==> config.mk <==
export PLATFORM = sky130hd
export DESIGN_NAME = uvs_angle
export DESIGN_NICKNAME = d
export VERILOG_FILES = /design/src/uv_sphere_vertex_generator_core_macros.svh /design/src/uvs_pkg.sv /design/src/uvs_angle.sv
export SDC_FILE = /design/constraint.sdc
export NUM_CORES = 1
export LEC_CHECK = 0
export BUFFER_PORTS_ARGS = -buffer_cell sky130_fd_sc_hd__buf_2
export CAP_MARGIN = 10
export CORE_MARGIN = 3
export CORE_UTILIZATION = 45
export CTS_CLUSTER_DIAMETER = 150
export DETAILED_ROUTE_END_ITERATION = 10
export PLACE_DENSITY = 0.71
export SLEW_MARGIN = 20
export SYNTH_ARGS = -nofsm -noshare
export SYNTH_HDL_FRONTEND = slang
export SYNTH_SLANG_ARGS = --single-unit
==> constraint.sdc <==
create_clock -name clk -period 8.65 [get_ports clk]
set_clock_uncertainty 0.1 [all_clocks]
set_input_delay 1.73 -clock clk [delete_from_list [all_inputs] [get_ports clk]]
set_output_delay 1.73 -clock clk [all_outputs]
set_load 0.02 [all_outputs]
==> src/uv_sphere_vertex_generator_core_macros.svh <==
// Assertion macros for the vertex generator.
`ifndef UV_SPHERE_VERTEX_GENERATOR_CORE_MACROS_SVH
`define UV_SPHERE_VERTEX_GENERATOR_CORE_MACROS_SVH

`ifndef SYNTH
`define UVS_ASSERT(label, prop, msg) \
    label: assert property (@(posedge clk) disable iff (!rst_n) prop) else $error(msg);
`define UVS_NEVER(label, expr, msg) \
    label: assert property (@(posedge clk) disable iff (!rst_n) !(expr)) else $error(msg);
`else
`define UVS_ASSERT(label, prop, msg)
`define UVS_NEVER(label, expr, msg)
`endif

`endif

==> src/uvs_pkg.sv <==
`default_nettype none
package uvs_pkg;

    localparam int MAX_LOG2_COUNT_DEF = 10;
    localparam int UNIT_FRAC_BITS_DEF = 14;

    localparam int IDX_W     = 11;
    localparam int LOG2_W    = 4;
    localparam int RAD_W     = 16;
    localparam int POS_W     = 17;
    localparam int NORM_W    = 16;
    localparam int TEX_W     = 17;
    localparam int CFG_IDX_W = 2;
    localparam int CFG_W     = 16;

    localparam logic [CFG_IDX_W-1:0] REG_LOG2_SECTORS = 2'd0;
    localparam logic [CFG_IDX_W-1:0] REG_LOG2_STACKS  = 2'd1;
    localparam logic [CFG_IDX_W-1:0] REG_RADIUS       = 2'd2;

    localparam logic [LOG2_W-1:0] LOG2_RESET   = 4'd8;
    localparam logic [RAD_W-1:0]  RADIUS_RESET = 16'd4096;

    localparam longint unsigned HALF_PI_Q30 = 64'd1686629713;
    localparam longint unsigned Q30_ONE     = 64'd1 << 30;

    typedef struct packed {
        logic ang;
        logic rom;
        logic quad;
        logic mul_a;
        logic mul_b;
        logic out;
    } stage_en_t;

    // Base-quadrant sin (upper word) and cos (lower word), Q1.frac, for offset r.
    function automatic logic [63:0] trig_entry(input int unsigned r, input int unsigned rbits,
                                               input int unsigned frac);
        longint unsigned x, x2, ts, tc, sub, sv, cv, half;
        int unsigned sh;
        sh   = 30 - frac;
        half = 64'd1 << (sh - 1);
        x    = (longint'(r) * HALF_PI_Q30) >> rbits;
        x2   = (x * x) >> 30;
        ts   = Q30_ONE;
        tc   = Q30_ONE;
        sub = ((x2 * ts) >> 30) / 64'd156; ts = (sub > Q30_ONE) ? 64'd0 : Q30_ONE - sub;
        sub = ((x2 * tc) >> 30) / 64'd132; tc = (sub > Q30_ONE) ? 64'd0 : Q30_ONE - sub;
        sub = ((x2 * ts) >> 30) / 64'd110; ts = (sub > Q30_ONE) ? 64'd0 : Q30_ONE - sub;
        sub = ((x2 * tc) >> 30) / 64'd90;  tc = (sub > Q30_ONE) ? 64'd0 : Q30_ONE - sub;
        sub = ((x2 * ts) >> 30) / 64'd72;  ts = (sub > Q30_ONE) ? 64'd0 : Q30_ONE - sub;
        sub = ((x2 * tc) >> 30) / 64'd56;  tc = (sub > Q30_ONE) ? 64'd0 : Q30_ONE - sub;
        sub = ((x2 * ts) >> 30) / 64'd42;  ts = (sub > Q30_ONE) ? 64'd0 : Q30_ONE - sub;
        sub = ((x2 * tc) >> 30) / 64'd30;  tc = (sub > Q30_ONE) ? 64'd0 : Q30_ONE - sub;
        sub = ((x2 * ts) >> 30) / 64'd20;  ts = (sub > Q30_ONE) ? 64'd0 : Q30_ONE - sub;
        sub = ((x2 * tc) >> 30) / 64'd12;  tc = (sub > Q30_ONE) ? 64'd0 : Q30_ONE - sub;
        sub = ((x2 * ts) >> 30) / 64'd6;   ts = (sub > Q30_ONE) ? 64'd0 : Q30_ONE - sub;
        sub = ((x2 * tc) >> 30) / 64'd2;   tc = (sub > Q30_ONE) ? 64'd0 : Q30_ONE - sub;
        sv = ((((x * ts) >> 30)) + half) >> sh;
        cv = (tc + half) >> sh;
        return {sv[31:0], cv[31:0]};
    endfunction

    // Arithmetic shift right, round to nearest, ties away from zero.
    function automatic logic signed [63:0] round_shift(input logic signed [63:0] v,
                                                       input int unsigned sh);
        logic [63:0] mag, res;
        mag = v[63] ? 64'(-v) : 64'(v);
        res = (mag + (64'd1 << (sh - 1))) >> sh;
        return v[63] ? -$signed(res) : $signed(res);
    endfunction

endpackage
`default_nettype wire

==> src/uvs_angle.sv <==
`default_nettype none
module uvs_angle #(
    parameter int MAX_LOG2_COUNT = uvs_pkg::MAX_LOG2_COUNT_DEF,
    localparam int P  = MAX_LOG2_COUNT + 1,
    localparam int RW = P - 2
) (
    input  wire logic                            clk,
    input  wire uvs_pkg::stage_en_t              en,
    input  wire logic [uvs_pkg::LOG2_W-1:0]      log2_sectors,
    input  wire logic [uvs_pkg::LOG2_W-1:0]      log2_stacks,
    input  wire logic [uvs_pkg::IDX_W-1:0]       stack_index,
    input  wire logic [uvs_pkg::IDX_W-1:0]       sector_index,
    output logic [1:0]                           quad_st,
    output logic [RW-1:0]                        r_st,
    output logic [1:0]                           quad_se,
    output logic [RW-1:0]                        r_se,
    output logic [uvs_pkg::TEX_W-1:0]            tex_u,
    output logic [uvs_pkg::TEX_W-1:0]            tex_v
);
    localparam int CW = (P > uvs_pkg::IDX_W) ? P : uvs_pkg::IDX_W;
    localparam int LW = uvs_pkg::LOG2_W;

    logic [LW-1:0] lc, ls;
    logic [CW-1:0] cnt_c, cnt_s, i_sat, j_sat;
    logic [P-1:0]  st_phase, se_phase, quarter;
    logic [uvs_pkg::TEX_W-1:0] u_next, v_next;

    logic [1:0]    quad_st_reg, quad_se_reg;
    logic [RW-1:0] r_st_reg, r_se_reg;
    logic [uvs_pkg::TEX_W-1:0] tex_u_reg, tex_v_reg;

    always_comb
    begin
        lc = (log2_sectors < LW'(2)) ? LW'(2) :
             (log2_sectors > LW'(MAX_LOG2_COUNT)) ? LW'(MAX_LOG2_COUNT) : log2_sectors;
        ls = (log2_stacks < LW'(2)) ? LW'(2) :
             (log2_stacks > LW'(MAX_LOG2_COUNT)) ? LW'(MAX_LOG2_COUNT) : log2_stacks;
        cnt_c = CW'(1) << lc;
        cnt_s = CW'(1) << ls;
        i_sat = (CW'(stack_index) > cnt_s) ? cnt_s : CW'(stack_index);
        j_sat = (CW'(sector_index) > cnt_c) ? cnt_c : CW'(sector_index);
        quarter  = {2'b01, {RW{1'b0}}};
        st_phase = quarter - (i_sat[P-1:0] << (LW'(MAX_LOG2_COUNT) - ls));
        se_phase = j_sat[P-1:0] << (LW'(P) - lc);
        u_next = uvs_pkg::TEX_W'(j_sat) << (5'd16 - {1'b0, lc});
        v_next = uvs_pkg::TEX_W'(i_sat) << (5'd16 - {1'b0, ls});
    end

    always_ff @(posedge clk)
    begin
        if (en.ang)
        begin
            quad_st_reg <= st_phase[P-1:P-2];
            r_st_reg    <= st_phase[RW-1:0];
            quad_se_reg <= se_phase[P-1:P-2];
            r_se_reg    <= se_phase[RW-1:0];
            tex_u_reg   <= u_next;
            tex_v_reg   <= v_next;
        end
    end

    assign quad_st = quad_st_reg;
    assign r_st    = r_st_reg;
    assign quad_se = quad_se_reg;
    assign r_se    = r_se_reg;
    assign tex_u   = tex_u_reg;
    assign tex_v   = tex_v_reg;
endmodule
`default_nettype wire

# Word level (Yosys, flattened, before mapping)
# Cells that the tools add are included.
[classes]
addsub = 5
n_mul = 0
div = 0
n_lt_le_gt_ge = 6
eq_ne = 0
n_shift = 6
muxes = 6
bitwise_logic = 0
reduce_logical = 0
[ops]
columns = ["op", "count"]
rows = [
  ["$shl 11x5->17", 2],
  ["$gt 11x11->1", 2],
  ["$mux 11", 2],
  ["$shl 1x4->11 const A", 2],
  ["$shl 11x4->11", 2],
  ["$mux 4", 4],
  ["$sub 10x11->11 const A", 1],
  ["$sub 5x4->5 const A", 2],
  ["$gt 4x4->1 const B", 2],
  ["$lt 4x2->1 const B", 2],
  ["$sub 4x4->4 const A", 2],
]
[totals]
register_bits = 56
latch_bits = 0
ramBits = 0
mem_bits_ro = 0
word_cells = 29
mem_count = 0

# Longest topological paths before layout
# Gate-level depths: netlist (run 1).
[depth]
ltp_word = 8
mapped_depth = 24

# Least setup slack after synthesis (run 1)
# OpenSTA, ideal clock, no wires.
[synth_path]
kind = "input -> register"
from = "in log2_sectors[1] (netlist bit)"
to = "reg tex_u_reg, in the netlist tex_u[15], data pin"
setup_time_ps = 256
arrival_ps = 6176
slack_ps = 2118
cell_stages = 23
path_buffers = 6
path_cell_list = "clkbuf_1 -> nor2_1 -> xnor2_1 -> and2_1 -> buf_2 -> inv_2 -> buf_2 -> clkbuf_1 -> ha_1 -> ha_1 -> nor2b_1 -> inv_1 -> ha_1 -> a21o_1 -> a21oi_1 -> nor2b_1 -> o31ai_2 -> a21oi_2 -> buf_2 -> buf_2 -> mux4_2 -> o221a_2 -> a31o_2"
[synth_via]
elab_chain_cells = 7
elab_cells_between_ends = 9
classes_between = "add/sub (1); order compare (3); shift (2); mux (3)"
[synth_rtl]
columns = ["element", "line", "rtl"]
rows = [
  ["start, declared", "uvs_angle.sv:9", "input wire logic [uvs_pkg::LOG2_W-1:0] log2_sectors,"],
  ["$gt 4x4->1", "uvs_angle.sv:35", "(log2_sectors > LW'(MAX_LOG2_COUNT)) ? LW'(MAX_LOG2_COUNT) : log2_sectors;"],
  ["$mux 4", "uvs_angle.sv:35", ""],
  ["$mux 4 (*)", "uvs_angle.sv:34", "lc = (log2_sectors < LW'(2)) ? LW'(2) :"],
  ["$shl 1x4->11", "uvs_angle.sv:38", "cnt_c = CW'(1) << lc;"],
  ["$gt 11x11->1", "uvs_angle.sv:41", "j_sat = (CW'(sector_index) > cnt_c) ? cnt_c : CW'(sector_index);"],
  ["$mux 11", "uvs_angle.sv:41", ""],
  ["$shl 11x5->17 (*)", "uvs_angle.sv:45", "u_next = uvs_pkg::TEX_W'(j_sat) << (5'd16 - {1'b0, lc});"],
  ["end signal, assigned", "uvs_angle.sv:57", "tex_u_reg <= u_next;"],
  ["end, declared", "uvs_angle.sv:30", "logic [uvs_pkg::TEX_W-1:0] tex_u_reg, tex_v_reg;"],
]
# Every way passes the cells marked *; elsewhere a longest branch is shown, timed or not.
# A chain may end at the register's enable or synchronous reset.

# Worst setup path in the final report (run 1)
[layout_path]
from = "in log2_sectors[3] (netlist bit)"
to = "reg tex_u_reg, in the netlist tex_u[13], data pin"
# Same word-level chain as after synthesis.

==> flow_metrics.env, run 1 <==
export IMPL_rows=39
export IMPL_ios=93
export IMPL_hold_viol_final=0
export IMPL_ys_seq_area_frac=0.304
export IMPL_place_area_sq_um=6040
export IMPL_path_cells="buf_2 > inv_1 > nand2_1 > a21o_1 > inv_1 > ha_1 > ha_1 > nor2b_1 > inv_1 > ha_1 > a21o_1 > a21oi_1 > nor2b_1 > o31ai_2 > a21oi_2 > buf_4 > mux2_2 > mux4_2 > a221oi_1 > nor4_1"
export IMPL_synth_adder_area_share=0.0859
export IMPL_antenna_found_initial=0
export IMPL_synthArstFlopShare=0
export IMPL_viasPerCell=6.27
export IMPL_p_switching_mw=0.378
export IMPL_crit_path_start="log2_sectors[3]"
export IMPL_syn_inst=604
export IMPL_grt_max_degree=57
export IMPL_syn2layout_area_growth_pct=12.1
export IMPL_numClockSinks=56
export IMPL_grt_pass1_wl_microns=23500
export IMPL_synthSimpleGateAreaFrac=0.197
export IMPL_synth_edff_count=56
export IMPL_synth_compound_area_frac=0.207
export IMPL_maxCapViolations=0
export IMPL_grt_use_met3=0.0288
export IMPL_finalNetCount=743
export IMPL_outcome="finished clean"
export IMPL_cts_resized=0
export IMPL_htree_levels=2
export IMPL_required_ps=8590
export IMPL_dieArea_sq_um=13700
export IMPL_syn_area_sq_um=5540
export IMPL_stdcell_area_sq_um=6200
export IMPL_finalPower_mw=1.02
export IMPL_yosys_top_cells_count="69 x nand2_1, 56 x edfxtp_1, 51 x nor2_1"
export IMPL_p_clk_frac=0.225
export IMPL_gp_congestion=0.928
export IMPL_ir_drop_uv=79.3
export IMPL_power_report_internal_total_mw=0.645
export IMPL_power_density_nw_per_um2=165
export IMPL_crit_slowest_cell="a21oi_2"
export IMPL_ys_warn_count=0
export IMPL_grt_usage=0.217
export IMPL_busiest_layer="met2"
export IMPL_synthesis_nets=679
export IMPL_hold_slack_ps=1760
export IMPL_synth_area_per_cell_sq_um=9.16
export IMPL_setup_viol=0
export IMPL_synth_top_family_by_area="compound AO/OA/AOI/OAI gates"
export IMPL_worstSetupPathType="input port to flip-flop"
export IMPL_start_util=0.473
export IMPL_nFillCells=1094
export IMPL_setup_worst_path_end="tex_u[13]$_SDFFCE_PP0P_"
export IMPL_initialDrtViolationCount=519
export IMPL_drv_slew=0
export IMPL_overflow=0
export IMPL_swShare=0.369
export IMPL_grt_pass1_vias=4673
export IMPL_crit_fanout=16
export IMPL_core_sq_um=11700
export IMPL_diodes=0
export IMPL_leakagePower_nw=2.49
export IMPL_synth_cell_types=81
export IMPL_clockBufferDepth=2
export IMPL_cp_buffers_inverters=5
export IMPL_cts_root_buf="clkbuf_16"
export IMPL_critPathArrivalTime_ps=7080
export IMPL_worst_pin_slew_ps=976
export IMPL_wl_microns=15000
export IMPL_synth_area_leader_cell="edfxtp_1"
export IMPL_hpwl_microns=11300
export IMPL_synth_xor_area_frac=0.0158
export IMPL_die_y_microns=117
export IMPL_cts_buffers=5
export IMPL_cts_tree="done"
export IMPL_synth_top_area_share=0.304
export IMPL_postCtsHoldBufs=0
export IMPL_post_cts_buffers=0
export IMPL_vias=5089
export IMPL_met1_usage=0.308
export IMPL_rsz0062_at_grt="no"
export IMPL_wire_per_inst_microns=18.5
export IMPL_tns_ps=0
export IMPL_die_x_microns=117
export IMPL_p_seq_frac=0.348
export IMPL_cp_start_kind="input port"
export IMPL_synth_area_top_cells="edfxtp_1 30%, ha_1 8.6%, mux4_2 6.1%"
export IMPL_path_delay_family="compound AO/OA/AOI/OAI gates"
export IMPL_synth_ff_latch_count=56
export IMPL_fmax_ghz=0.140
export IMPL_met2_usage=0.344
export IMPL_cp_depth=20
export IMPL_power_frac_comb=0.426
export IMPL_firstDrtPassIters=5
export IMPL_layout_min_cycle_time_ps=7130
export IMPL_synth_mux_area_fraction=0.142
export IMPL_hold_path_class="input port to flip-flop"
export IMPL_yosys_cell_count_top_type="nand2_1"
export IMPL_drc=0
export IMPL_final_core_util=0.530
export IMPL_drtAntennaViolNets=0
export IMPL_io_buffers=87
export IMPL_drive_gt1_frac=0.233
export IMPL_fin_crit_sh=0.825
export IMPL_ys_flop_type="edfxtp_1"
export IMPL_relSlewSlack=0.341
export IMPL_critPathMaxStageDelay_ps=560
export IMPL_end_kind="flip-flop"
export IMPL_clk_pin_slew_ps=80
kinds of logic (layout without fill, tap and decap cells):
group / after synthesis / in the layout
AND/OR/NAND/NOR: 219 / 219
flip-flops: 56 / 56
XOR/XNOR: 10 / 10
multiplexers: 56 / 56
AO/OA/AOI/OAI: 158 / 158
adder cells (fa/ha/maj): 38 / 38
buffers and inverters: 67 / 132
placed cells by master (no fill, tap or decap), drive strengths merged, types with 4 or more instances in the layout:
| cell type | Yosys | layout |
|---|---|---|
| nor3 | 16 | 16 |
| o31ai | 6 | 6 |
| mux2 | 22 | 22 |
| inv | 29 | 29 |
| mux2i | 19 | 19 |
| a21oi | 36 | 36 |
| and2 | 12 | 12 |
| a31oi | 10 | 10 |
| o21ai | 25 | 25 |
| buf | 13 | 93 |
| and3 | 6 | 6 |
| nand3 | 21 | 21 |
| a211oi | 13 | 13 |
| nor2b | 9 | 9 |
| nor2 | 51 | 51 |
| clkbuf | 23 | 6 |
| o22ai | 10 | 10 |
| a221oi | 4 | 4 |
| a21o | 7 | 7 |
| edfxtp | 56 | 56 |
| o221ai | 6 | 6 |
| mux4 | 15 | 15 |
| nor4 | 9 | 9 |
| ha | 38 | 38 |
| o211ai | 5 | 5 |
| nand2b | 4 | 4 |
| nand2 | 69 | 69 |
| nand4 | 8 | 8 |
| xor2 | 6 | 6 |
| xnor2 | 4 | 4 |
power groups by stage:
stage          Combinational, mW  Clock, mW  Sequential [mW]
4_1_cts                    0.432      0.234            0.357
3_3_place_gp               0.422          0            0.361
6_report                   0.436      0.231            0.356
2_1_floorplan              0.265          0            0.412
5_1_grt                    0.475      0.244            0.361
3_5_place_dp               0.429          0            0.363
how the worst min path moves through the flow:
stage                         start               endpoint  slack, ps  depth (start not counted)
floorplan                     en[5]   quad_se[0]$_DFFE_PP_       1740                          0
global placement    log2_sectors[2]  r_se[5]$_SDFFCE_PP0P_       2070                          2
detailed placement  log2_sectors[2]  r_se[5]$_SDFFCE_PP0P_       2070                          2
CTS                 log2_sectors[2]  r_se[5]$_SDFFCE_PP0P_       1760                          2
global route        log2_sectors[2]  r_se[5]$_SDFFCE_PP0P_       1770                          2
finish              log2_sectors[2]  r_se[5]$_SDFFCE_PP0P_       1760                          2
final cells by class:
| cell class | count | area [sq um] | share of cell area |
|---|---|---|---|
| multi-input combinational | 481 | 3580 | 0.577 |
| sequential | 56 | 1680 | 0.271 |
| timing repair buffer | 93 | 480 | 0.0775 |
| tap | 143 | 179 | 0.0288 |
| clock buffer | 6 | 129 | 0.0208 |
| inverter | 31 | 119 | 0.0192 |
| clock inverter | 2 | 35.0 | 0.00565 |
per-layer routing:
metal,vias up,routed length [microns]
li1,2431,-
met1,2400,6690
met2,222,6800
met3,36,1100
met4,0,438
met5,-,0
per-stage QoR:
step	cells	worst slack, ps
CTS	812	1620
global placement	804	1430
detailed placement	804	1320
global route	812	1200
floorplan	604	2120
finish	812	1520
(Power assumes the default switching activity.)
==> run 2, diff against run 1 <==
ABC_AREA = 1   (was default)
PLACE_DENSITY = 0.74   (was 0.71)
clock period = 6.45 ns   (was 8.65 ns; I/O delays follow)
==> run 2 against run 1 <==
- synthesized cell count rose by 17%
- flip-flop and latch count did not move
- combinational power rose by 34%
- sequential power rose by 38%
- die area fell by 7.9%
- largest cell class unchanged
- first-iteration DRC count fell by 17%
==> flow_metrics.env, run 2 <==
export IMPL_overflow=0
export IMPL_layout_min_cycle_time_ps=5290
export IMPL_nFillCells=1098
export IMPL_multi_input_area_sq_um=2910
export IMPL_grt_pass1_vias=4416
export IMPL_cp_start_kind="input port"
export IMPL_clk_pin_slew_ps=70
export IMPL_yosys_cell_count_top_type="nand2_1"
export IMPL_worst_pin_slew_ps=710
export IMPL_leakagePower_nw=2.92
export IMPL_power_density_nw_per_um2=241
export IMPL_met2_usage=0.307
export IMPL_syn_inst=707
export IMPL_drv_slew=0
export IMPL_critPathArrivalTime_ps=5240
export IMPL_grt_usage=0.197
export IMPL_synth_cell_types=43
export IMPL_pre_cts_ws_ps=882
export IMPL_dieArea_sq_um=12600
export IMPL_end_kind="flip-flop"
export IMPL_synth_top_area_share=0.332
export IMPL_post_cts_buffers=0
export IMPL_gp_congestion=0.922
export IMPL_critPathMostFrequentCell="nand2_1"
export IMPL_finalNetCount=857
export IMPL_final_common_cell="nand2_1"
export IMPL_tns_ps=0
export IMPL_initialDrtViolationCount=433
export IMPL_core_sq_um=10900
export IMPL_wire_per_inst_microns=13.2
export IMPL_worstSetupPathType="input port to flip-flop"
export IMPL_grt_pass1_wl_microns=20700
export IMPL_hpwl_microns=9930
export IMPL_yosys_top_cells_count="196 x nand2_1, 125 x nand3_1, 80 x inv_1"
export IMPL_ios=93
export IMPL_critPathMaxStageDelay_ps=290
export IMPL_fmax_ghz=0.189
export IMPL_crit_fanout=19
export IMPL_synthesis_nets=782
export IMPL_ys_warn_count=0
export IMPL_cts_tree="done"
export IMPL_postCtsHoldBufs=0
export IMPL_outcome="finished clean"
export IMPL_wl_microns=12200
export IMPL_hold_viol_final=0
export IMPL_diodes=0
export IMPL_drtAntennaViolNets=0
export IMPL_grt_use_met3=0.0275
export IMPL_ys_flop_type="edfxtp_1"
export IMPL_synth_area_leader_cell="edfxtp_1"
export IMPL_register_area_sq_um=1680
export IMPL_numClockSinks=56
export IMPL_mostFrequentLayoutCells="196 x nand2_1, 125 x nand3_1, 87 x buf_2"
export IMPL_layout_cells_non_filler=923
export IMPL_cts_resized=0
export IMPL_syn2layout_area_growth_pct=13.1
export IMPL_synth_ff_latch_count=56
export IMPL_io_buffers=87
export IMPL_path_delay_family="simple AND/OR/NAND/NOR gates"
export IMPL_synthArstFlopShare=0
export IMPL_viasPerCell=5.29
export IMPL_vias=4881
export IMPL_hold_path_class="input port to flip-flop"
export IMPL_antenna_found_initial=0
export IMPL_drc=0
export IMPL_crit_slowest_cell="ha_1"
export IMPL_synth_area_per_cell_sq_um=7.17
export IMPL_cts_buffers=5
export IMPL_drive_gt1_frac=0.188
export IMPL_fin_ws_ps=1160
export IMPL_rsz0062_at_grt="no"
export IMPL_grt_max_degree=57
export IMPL_ys_seq_area_frac=0.332
export IMPL_busiest_layer="met2"
export IMPL_synth_edff_count=56
export IMPL_firstDrtPassIters=7
export IMPL_placedCellCount=915
export IMPL_die_y_microns=112
export IMPL_required_ps=6400
export IMPL_die_x_microns=112
export IMPL_clockBufferDepth=2
export IMPL_start_util=0.464
export IMPL_maxCapViolations=0
export IMPL_syn_area_sq_um=5070
export IMPL_htree_levels=2
export IMPL_ir_drop_uv=129
export IMPL_fin_crit_sh=0.821
export IMPL_hold_slack_ps=1420
export IMPL_met1_usage=0.291
export IMPL_setup_viol=0
export IMPL_synth_area_top_cells="edfxtp_1 33%, nand2_1 15%, nand3_1 12%"
export IMPL_cts_root_buf="clkbuf_16"
export IMPL_rows=38
export IMPL_cp_buffers_inverters=2
export IMPL_relSlewSlack=0.526
run 2: metrics by stage:
step / power [mW] / instance area (sq um) / utilization
after floorplan: 0.933 / 5070 / -
after global placement: 1.07 / 5570 / 0.509
after detailed placement: 1.08 / 5570 / 0.509
after CTS: 1.39 / 5740 / 0.525
after global routing: 1.49 / 5740 / 0.525
final: 1.39 / 5740 / 0.525
run 2: power by group:
group / internal (mW) / switching [mW]
combinational: 0.186 / 0.400
clock: 0.185 / 0.124
sequential: 0.475 / 0.0158
total: 0.845 / 0.540
run 2: cells by family (layout without fill, tap and decap cells):
group                    after synthesis  after routing  synth area share
AND/OR/NAND/NOR                      421            421             0.381
buffers and inverters                111            187            0.0952
AO/OA/AOI/OAI                         74             74            0.0856
flip-flops                            56             56             0.332
adder cells (fa/ha/maj)               38             38            0.0937
XOR/XNOR                               6              6            0.0104
multiplexers                           1              1           0.00222
run 2: path summary, 6_finish.rpt:
| check | from | endpoint | slack, ps | cells after the start |
|---|---|---|---|---|
| max | log2_stacks[0] | r_st[8]$_DFFE_PP_ | 1160 | 25 |
| min | log2_stacks[2] | tex_v[10]$_SDFFCE_PP0P_ | 1420 | 5 |
run 2: cell type report:
type,count,area share
flip-flops and latches,56,0.293
inverters,87,0.0578
clock inverters,2,0.00676
clock buffers,6,0.0225
repair buffers,92,0.0824
multi-input cells,540,0.507
well taps,140,0.0305
run 2: routing by layer:
layer / share of wire / vias up
met5: 0 / -
met1: 0.47 / 2186
met4: 0.015 / 0
met2: 0.44 / 180
met3: 0.075 / 13
li1: - / 2502
